### src/lazy_delete_max_heap_with_links_core_assert.svh
// Assertion macros used by the lazy-deletion heap controller.
`ifndef LAZY_DELETE_MAX_HEAP_WITH_LINKS_CORE_ASSERT_SVH
`define LAZY_DELETE_MAX_HEAP_WITH_LINKS_CORE_ASSERT_SVH

// The consequent must hold in the same cycle as the antecedent.
`define LDMH_ASSERT_NOW(lbl, ante, cons) \
  lbl: assert property (@(posedge clk) disable iff (!rst_n) (ante) |-> (cons)) \
    else $error("ldmh: same-cycle check failed");

// The consequent must hold in the cycle after the antecedent.
`define LDMH_ASSERT_NEXT(lbl, ante, cons) \
  lbl: assert property (@(posedge clk) disable iff (!rst_n) (ante) |=> (cons)) \
    else $error("ldmh: next-cycle check failed");

`endif

### src/ldmh_pkg.sv
// Shared types, codes and controller/datapath interface of the lazy-deletion heap.
package ldmh_pkg;

  localparam logic [2:0] OP_PUSH  = 3'd0;
  localparam logic [2:0] OP_POP   = 3'd1;
  localparam logic [2:0] OP_LEFT  = 3'd2;
  localparam logic [2:0] OP_RIGHT = 3'd3;
  localparam logic [2:0] OP_CLEAR = 3'd4;

  localparam logic [2:0] STS_OK    = 3'd0;
  localparam logic [2:0] STS_DUP   = 3'd1;
  localparam logic [2:0] STS_EMPTY = 3'd2;
  localparam logic [2:0] STS_FULL  = 3'd3;
  localparam logic [2:0] STS_NF    = 3'd4;

  typedef struct packed {
    logic [2:0]         op;
    logic signed [31:0] key;
    logic [15:0]        first_token;
    logic [9:0]         first_pos;
    logic [15:0]        second_token;
    logic [9:0]         second_pos;
  } in_t;

  typedef struct packed {
    logic [2:0]         status;
    logic signed [31:0] out_key;
    logic [15:0]        out_first_token;
    logic [9:0]         out_first_pos;
    logic [15:0]        out_second_token;
    logic [9:0]         out_second_pos;
  } out_t;

  typedef enum logic [4:0] {
    S_INIT, S_IDLE, S_DEC, S_PUSH, S_UP, S_UP2, S_POP, S_POP2, S_DN, S_DN2,
    S_CHK, S_CHK2, S_LEFT, S_LEFT2, S_RIGHT, S_CLR
  } state_t;

  typedef enum logic [4:0] {
    ST_NONE, ST_LATCH, ST_PUSH_RD, ST_PUSH_WR, ST_UP_RD, ST_UP_MOVE, ST_UP_END,
    ST_POP_RD, ST_POP_TAKE, ST_DN_RD, ST_DN_MOVE, ST_DN_END, ST_CHK_RD,
    ST_CHK_KILL, ST_LEFT_RD, ST_LEFT_RD2, ST_RIGHT_RD, ST_CLR_STEP
  } step_t;

  typedef enum logic [2:0] {
    RES_NONE, RES_OK0, RES_DUP, RES_EMPTY, RES_FULL, RES_NF, RES_TOP, RES_ELEM
  } res_t;

  typedef struct packed {
    step_t step;
    res_t  res;
  } dp_cmd_t;

  typedef struct packed {
    logic [2:0] op;
    logic       full;
    logic       push_bad;
    logic       fp_bad;
    logic       sp_bad;
    logic       cnt_zero;
    logic       slot_busy;
    logic       up_root;
    logic       up_swap;
    logic       dn_leaf;
    logic       dn_swap;
    logic       live;
    logic       left_hit;
    logic       elem_valid;
    logic       right_hit;
    logic       clr_last;
  } dp_stat_t;

endpackage

### src/ldmh_ctrl.sv
// Sequencing state machine of the lazy-deletion heap.
`include "lazy_delete_max_heap_with_links_core_assert.svh"

module ldmh_ctrl
  import ldmh_pkg::*;
(
  input  logic     clk,
  input  logic     rst_n,
  input  logic     start,
  output logic     busy,
  input  dp_stat_t stat,
  output dp_cmd_t  cmd
);

  state_t state_r, state_nxt;

  always_ff @(posedge clk) begin
    if (!rst_n) begin
      state_r <= S_INIT;
    end else begin
      state_r <= state_nxt;
    end
  end

  assign busy = (state_r != S_IDLE);

  always_comb begin
    state_nxt = state_r;
    cmd.step  = ST_NONE;
    cmd.res   = RES_NONE;
    case (state_r)
      S_INIT: begin
        cmd.step = ST_CLR_STEP;
        if (stat.clr_last) state_nxt = S_IDLE;
      end
      S_IDLE: begin
        if (start) begin
          cmd.step  = ST_LATCH;
          state_nxt = S_DEC;
        end
      end
      S_DEC: begin
        case (stat.op)
          OP_PUSH: begin
            if (stat.full) begin
              cmd.res   = RES_FULL;
              state_nxt = S_IDLE;
            end else if (stat.push_bad) begin
              cmd.res   = RES_DUP;
              state_nxt = S_IDLE;
            end else begin
              cmd.step  = ST_PUSH_RD;
              state_nxt = S_PUSH;
            end
          end
          OP_POP: state_nxt = S_POP;
          OP_LEFT: begin
            if (stat.fp_bad) begin
              cmd.res   = RES_NF;
              state_nxt = S_IDLE;
            end else begin
              cmd.step  = ST_LEFT_RD;
              state_nxt = S_LEFT;
            end
          end
          OP_RIGHT: begin
            if (stat.sp_bad) begin
              cmd.res   = RES_NF;
              state_nxt = S_IDLE;
            end else begin
              cmd.step  = ST_RIGHT_RD;
              state_nxt = S_RIGHT;
            end
          end
          OP_CLEAR: state_nxt = S_CLR;
          default: begin
            cmd.res   = RES_OK0;
            state_nxt = S_IDLE;
          end
        endcase
      end
      S_PUSH: begin
        if (stat.slot_busy) begin
          cmd.res   = RES_DUP;
          state_nxt = S_IDLE;
        end else begin
          cmd.step  = ST_PUSH_WR;
          state_nxt = S_UP;
        end
      end
      S_UP: begin
        if (stat.up_root) begin
          cmd.step  = ST_UP_END;
          cmd.res   = RES_OK0;
          state_nxt = S_IDLE;
        end else begin
          cmd.step  = ST_UP_RD;
          state_nxt = S_UP2;
        end
      end
      S_UP2: begin
        if (stat.up_swap) begin
          cmd.step  = ST_UP_MOVE;
          state_nxt = S_UP;
        end else begin
          cmd.step  = ST_UP_END;
          cmd.res   = RES_OK0;
          state_nxt = S_IDLE;
        end
      end
      S_POP: begin
        if (stat.cnt_zero) begin
          cmd.res   = RES_EMPTY;
          state_nxt = S_IDLE;
        end else begin
          cmd.step  = ST_POP_RD;
          state_nxt = S_POP2;
        end
      end
      S_POP2: begin
        cmd.step  = ST_POP_TAKE;
        state_nxt = S_DN;
      end
      S_DN: begin
        if (stat.dn_leaf) begin
          cmd.step  = ST_DN_END;
          state_nxt = S_CHK;
        end else begin
          cmd.step  = ST_DN_RD;
          state_nxt = S_DN2;
        end
      end
      S_DN2: begin
        if (stat.dn_swap) begin
          cmd.step  = ST_DN_MOVE;
          state_nxt = S_DN;
        end else begin
          cmd.step  = ST_DN_END;
          state_nxt = S_CHK;
        end
      end
      S_CHK: begin
        cmd.step  = ST_CHK_RD;
        state_nxt = S_CHK2;
      end
      S_CHK2: begin
        // A stale top is dropped and the next one is taken.
        if (stat.live) begin
          cmd.step  = ST_CHK_KILL;
          cmd.res   = RES_TOP;
          state_nxt = S_IDLE;
        end else begin
          state_nxt = S_POP;
        end
      end
      S_LEFT: begin
        if (stat.left_hit) begin
          cmd.step  = ST_LEFT_RD2;
          state_nxt = S_LEFT2;
        end else begin
          cmd.res   = RES_NF;
          state_nxt = S_IDLE;
        end
      end
      S_LEFT2: begin
        cmd.res   = stat.elem_valid ? RES_ELEM : RES_NF;
        state_nxt = S_IDLE;
      end
      S_RIGHT: begin
        cmd.res   = stat.right_hit ? RES_ELEM : RES_NF;
        state_nxt = S_IDLE;
      end
      S_CLR: begin
        cmd.step = ST_CLR_STEP;
        if (stat.clr_last) begin
          cmd.res   = RES_OK0;
          state_nxt = S_IDLE;
        end
      end
      default: state_nxt = S_IDLE;
    endcase
  end

  `LDMH_ASSERT_NEXT(a_accept_decodes, start && !busy, state_r == S_DEC)
  `LDMH_ASSERT_NOW(a_idle_no_result, state_r == S_IDLE, cmd.res == RES_NONE)
  `LDMH_ASSERT_NOW(a_dn2_after_dn, state_r == S_DN2, $past(state_r) == S_DN)

endmodule

### config.mk
export PLATFORM = sky130hd
export DESIGN_NAME = ldmh_ctrl
export DESIGN_NICKNAME = d
export VERILOG_FILES = /design/src/ldmh_pkg.sv /design/src/ldmh_ctrl.sv
export VERILOG_INCLUDE_DIRS = /design/src /design/src/src
export SDC_FILE = /design/constraint.sdc
export NUM_CORES = 1
export LEC_CHECK = 0
export BUFFER_PORTS_ARGS = -buffer_cell sky130_fd_sc_hd__buf_2
export CAP_MARGIN = 20
export CORE_UTILIZATION = 25
export CTS_CLUSTER_DIAMETER = 40
export DETAILED_ROUTE_END_ITERATION = 16
export HOLD_SLACK_MARGIN = 0.1
export PLACE_DENSITY = 0.55
export SETUP_SLACK_MARGIN = 0.1
export SLEW_MARGIN = 20
export SYNTH_ARGS = -nofsm -noshare
export SYNTH_HDL_FRONTEND = slang
export SYNTH_SLANG_ARGS = --single-unit
### constraint.sdc
create_clock -name clk -period 4.2 [get_ports clk]
set_input_delay 0.42 -clock clk [delete_from_list [all_inputs] [get_ports clk]]
set_output_delay 0.42 -clock clk [all_outputs]
set_load 0.03 [all_outputs]
### Word-level counts from Yosys, hierarchy flattened

Cells that the tools add are included.
W data, S select, Z words.

* bits in registers: 5
* bits in latches: 0
* memory bits (writable): 0
* ROM bits: 0
* output and inout bits: 9
* memories: 0

* add/subtract/negate cells: 0
* $mul: 0
* divide/modulo/power cells: 0
* order comparisons: 0
* eq/ne operators: 22
* shifts and indexed selects: 0
* mux-type cells: 45
* bitwise gates (word level): 0
* reduce and logical (&&, ||, !) cells: 5

Operators with widths (count)
* $pmux W5 S13: 2
* $eq A5 B4 Y1 const B: 8
* $mux W3: 10
* $pmux W3 S10: 1
* $mux W2: 13
* $mux W5: 5
* $pmux W5 S5: 1
* $eq A5 B3 Y1 const B: 4
* $mux W4: 5
* $pmux W5 S3: 1
* $pmux W3 S4: 1
* $eq A5 B2 Y1 const B: 2
* $mux W7: 1
* $eq A3 B2 Y1 const B: 2
* $eq A5 B1 Y1 const B: 1
* $logic_not A5 Y1: 1
* $mux W1: 5
* $ne A5 B1 Y1 const B: 1
* $reduce_or A2 Y1: 2
* $eq A3 B1 Y1 const B: 1
* $eq A3 B3 Y1 const B: 1
* $logic_not A3 Y1: 1
* $ne A2 B1 Y1 const B: 1
* $ne A2 B2 Y1 const B: 1
* $reduce_and A2 Y1: 1

### Logic depth before layout (Yosys ltp)

* depth in word-level cells: 4
* depth in mapped cells: 7
* mapped depth without buffers: 5

### Least setup slack after synthesis

OpenSTA, ideal clock, no wires.

* kind: input to output
* from: input port stat[17] (netlist bit)
* to: output port cmd[7] (netlist bit)
* arrival: 1.730 ns
* data required time: 3.780 ns
* setup slack: 2.050 ns
* stages: 5
* buffers on the path: 1
* cells stage by stage: buf_6 -> nand2b_4 -> nor3b_2 -> nor2b_1 -> o32ai_1

RTL lines
* start: declaration: line ldmh_ctrl.sv:11 `input dp_stat_t stat,`
* end: declaration: line ldmh_ctrl.sv:12 `output dp_cmd_t cmd`

==> flow_metrics.env <==
export IMPL_netSwitchingPower_mw=0.0681
export IMPL_final_cell_mix="buf_2 (29), nand2_1 (11), nor2_1 (10), o21ai_0 (10)"
export IMPL_dpl_hpwl_mm=2.04
export IMPL_slew_headroom_pct=43.1
export IMPL_cts_max_level=1
export IMPL_period_share_pct=60.6
export IMPL_grt_max_degree=30
export IMPL_clk_latency_ps=230
export IMPL_syn_nets=158
export IMPL_dpl_cell_area_um2=1020
export IMPL_power_density_nw_per_um2=164
export IMPL_fillers=391
export IMPL_pre_cts_ws_ps=1940
export IMPL_cts_root_buf="clkbuf_4"
export IMPL_clock_sinks=4
export IMPL_total_power_mw=0.171
export IMPL_yosysUniqueCellTypes=41
export IMPL_fmax_ghz=0.393
export IMPL_setup_violations=0
export IMPL_via_per_inst=5.28
export IMPL_tightest_slew_ps=852
export IMPL_n_antenna_cell=0
export IMPL_drtAntennaViolNets=0
export IMPL_drc=0
export IMPL_ys_seq_area_share_pct=8.85
export IMPL_antenna_found_initial=0
export IMPL_syn_cell_area_um2=905
export IMPL_pwr_share_seq_pct=28.7
export IMPL_ctsResizeCount=0
export IMPL_die_x_um=62.2
export IMPL_rows=21
export IMPL_die_area_um2=3860
export IMPL_worst_setup_path_end_kind="output port"
export IMPL_swShare_pct=39.8
export IMPL_cp_required_ps=3780
export IMPL_largest_reg_flops=4
export IMPL_ys_ff_latch=4
export IMPL_boundaryPins=30
export IMPL_grt_remaining_overflow=0
export IMPL_p_leak_nw=0.401
export IMPL_wl_per_cell_um=13.0
export IMPL_cts_buffers=3
export IMPL_cts_tree="built"
export IMPL_synth_async_reset_ratio_pct=0
export IMPL_post_route_cell_area_um2=1040
export IMPL_dieHeight_um=62.2
export IMPL_postSynthAreaPerCell_um2=6.60
export IMPL_stdcell_count=202
export IMPL_final_common_cell="buf_2"
export IMPL_top_regs="state_r: 4 flops"
export IMPL_power_frac_comb_pct=44.6
export IMPL_finalHoldViolCount=0
export IMPL_largest_register="state_r"
export IMPL_layout_nets=179
export IMPL_fin_skew_ps=6.18
export IMPL_ctsHoldBuffers=0
export IMPL_synth_warnings=0
export IMPL_wl_mm=2.64
export IMPL_max_cap_violations=0
export IMPL_hold_path_class="in -> reg"
export IMPL_post_cts_setup_buffer_count=0
export IMPL_ys_flop_type="dfxtp_1"
export IMPL_drt_initial_drc_count=69
export IMPL_layout_min_cycle_time_ps=2540
export IMPL_cts_max_path_buffers=2
export IMPL_critPathKind="reg -> out"
export IMPL_synth_edf_count=0
export IMPL_area_growth_pct=15.2
export IMPL_grt_pass1_vias=938
export IMPL_gp_congestion=0.885
export IMPL_layout_setup_ws_ps=1660
export IMPL_initial_core_util_pct=26.7
export IMPL_vias=1067
export IMPL_outcome="completed"
export IMPL_whs_ps=473
export IMPL_drive_above_1_share_pct=23.7
export IMPL_globalRouteTotalUtil_pct=14.0
export IMPL_pwr_share_clk_pct=26.8
export IMPL_grt_first_pass_wirelength_mm=4.49
export IMPL_clkTransAtPathRegs_ps=40
export IMPL_drt_pass1_iterations=4
export IMPL_rsz0062_at_grt="no"
export IMPL_critPathMaxFanout=29
export IMPL_post_route_util_pct=30.7
export IMPL_port_buffers=29
export IMPL_ir_worst_vdd_uv=122
export IMPL_finalSetupTns_ps=0
export IMPL_worstPathArrival_ps=2120
export IMPL_coreArea_um2=3390
export IMPL_intPower_mw=0.103
export IMPL_startpoint_type="flip-flop"
export IMPL_dp_cells=199
export IMPL_drv_slew=0
export IMPL_synthCells=137
==> critical path: stages, from the launching register on <==
cell and delay (ps):
dfxtp_1 870, nor2b_1 180, a32oi_1 260, o21ai_1 110, a211o_1 300, buf_2 180
==> final timing paths <==
kind	start	end	slack, ps	depth (start not counted)
worst min register to register	state_r[2]	state_r[1]	940	4
worst max register to register	state_r[0]	state_r[2]	2240	5
worst max-delay path	state_r[3]	cmd[4]	1660	5
worst min-delay path	rst_n	state_r[3]	470	2
==> cells in the mapped netlist, types with 2 or more instances <==
master    instances  area [um2]
inv_1             3        11.3
buf_2             7        35.0
o31ai_1           2        15.0
a211o_1           2        17.5
nor3b_1           3        22.5
nor2_1           10        37.5
a32oi_1           3        26.3
nor3_1            4        20.0
a21oi_1           9        45.0
a22oi_1           3        22.5
buf_4             2        15.0
o21ai_0          10        50.1
o21ai_1           2        10.0
a211oi_1          2        15.0
o22ai_1           3        18.8
nand3b_1          3        22.5
o32ai_1           3        26.3
nor4_1            2        12.5
a31oi_1           3        18.8
o21a_1            3        22.5
nor2b_1           9        56.3
nand3_1           6        30.0
buf_6             3        33.8
nand4_1           2        12.5
nand2_1          11        41.3
dfxtp_1           4        80.1
nand2b_1          9        56.3
==> power by group through the flow <==
stage | clock, mW | combinational (mW) | sequential [mW]
2_1_floorplan | 0 | 0.0619 | 0.0410
3_3_place_gp | 0 | 0.0771 | 0.0495
3_5_place_dp | 0 | 0.0759 | 0.0494
4_1_cts | 0.0492 | 0.0764 | 0.0489
5_1_grt | 0.0530 | 0.0841 | 0.0503
6_report | 0.0459 | 0.0764 | 0.0491
==> layer usage <==
metal | track usage [%] | up-vias | part of all wire, %
met5 | 0 | - | 0
met4 | 3.49 | 0 | 0.57
met3 | 2.21 | 2 | 7.5
met2 | 21.3 | 38 | 43
met1 | 20.2 | 473 | 49
li1 | - | 554 | -
==> final cells by class <==
class	instances	area (um2)	area share (%)
Tap cell	46	57.6	5.52
Timing Repair Buffer	29	145	13.9
Clock buffer	3	22.5	2.16
Sequential cell	4	80.1	7.68
Multi-Input combinational cell	117	726	69.6
Inverter	3	11.3	1.08
==> kinds of logic (layout without fill, tap and decap cells) <==
family	after synthesis	after routing	share of synthesized area, %
compound gates	50	50	36.9
mux	1	1	1.11
flops	4	4	8.85
buf+inv	16	35	10.9
simple gates	66	66	42.2
No activity file was read; power rests on OpenSTA's default activity.
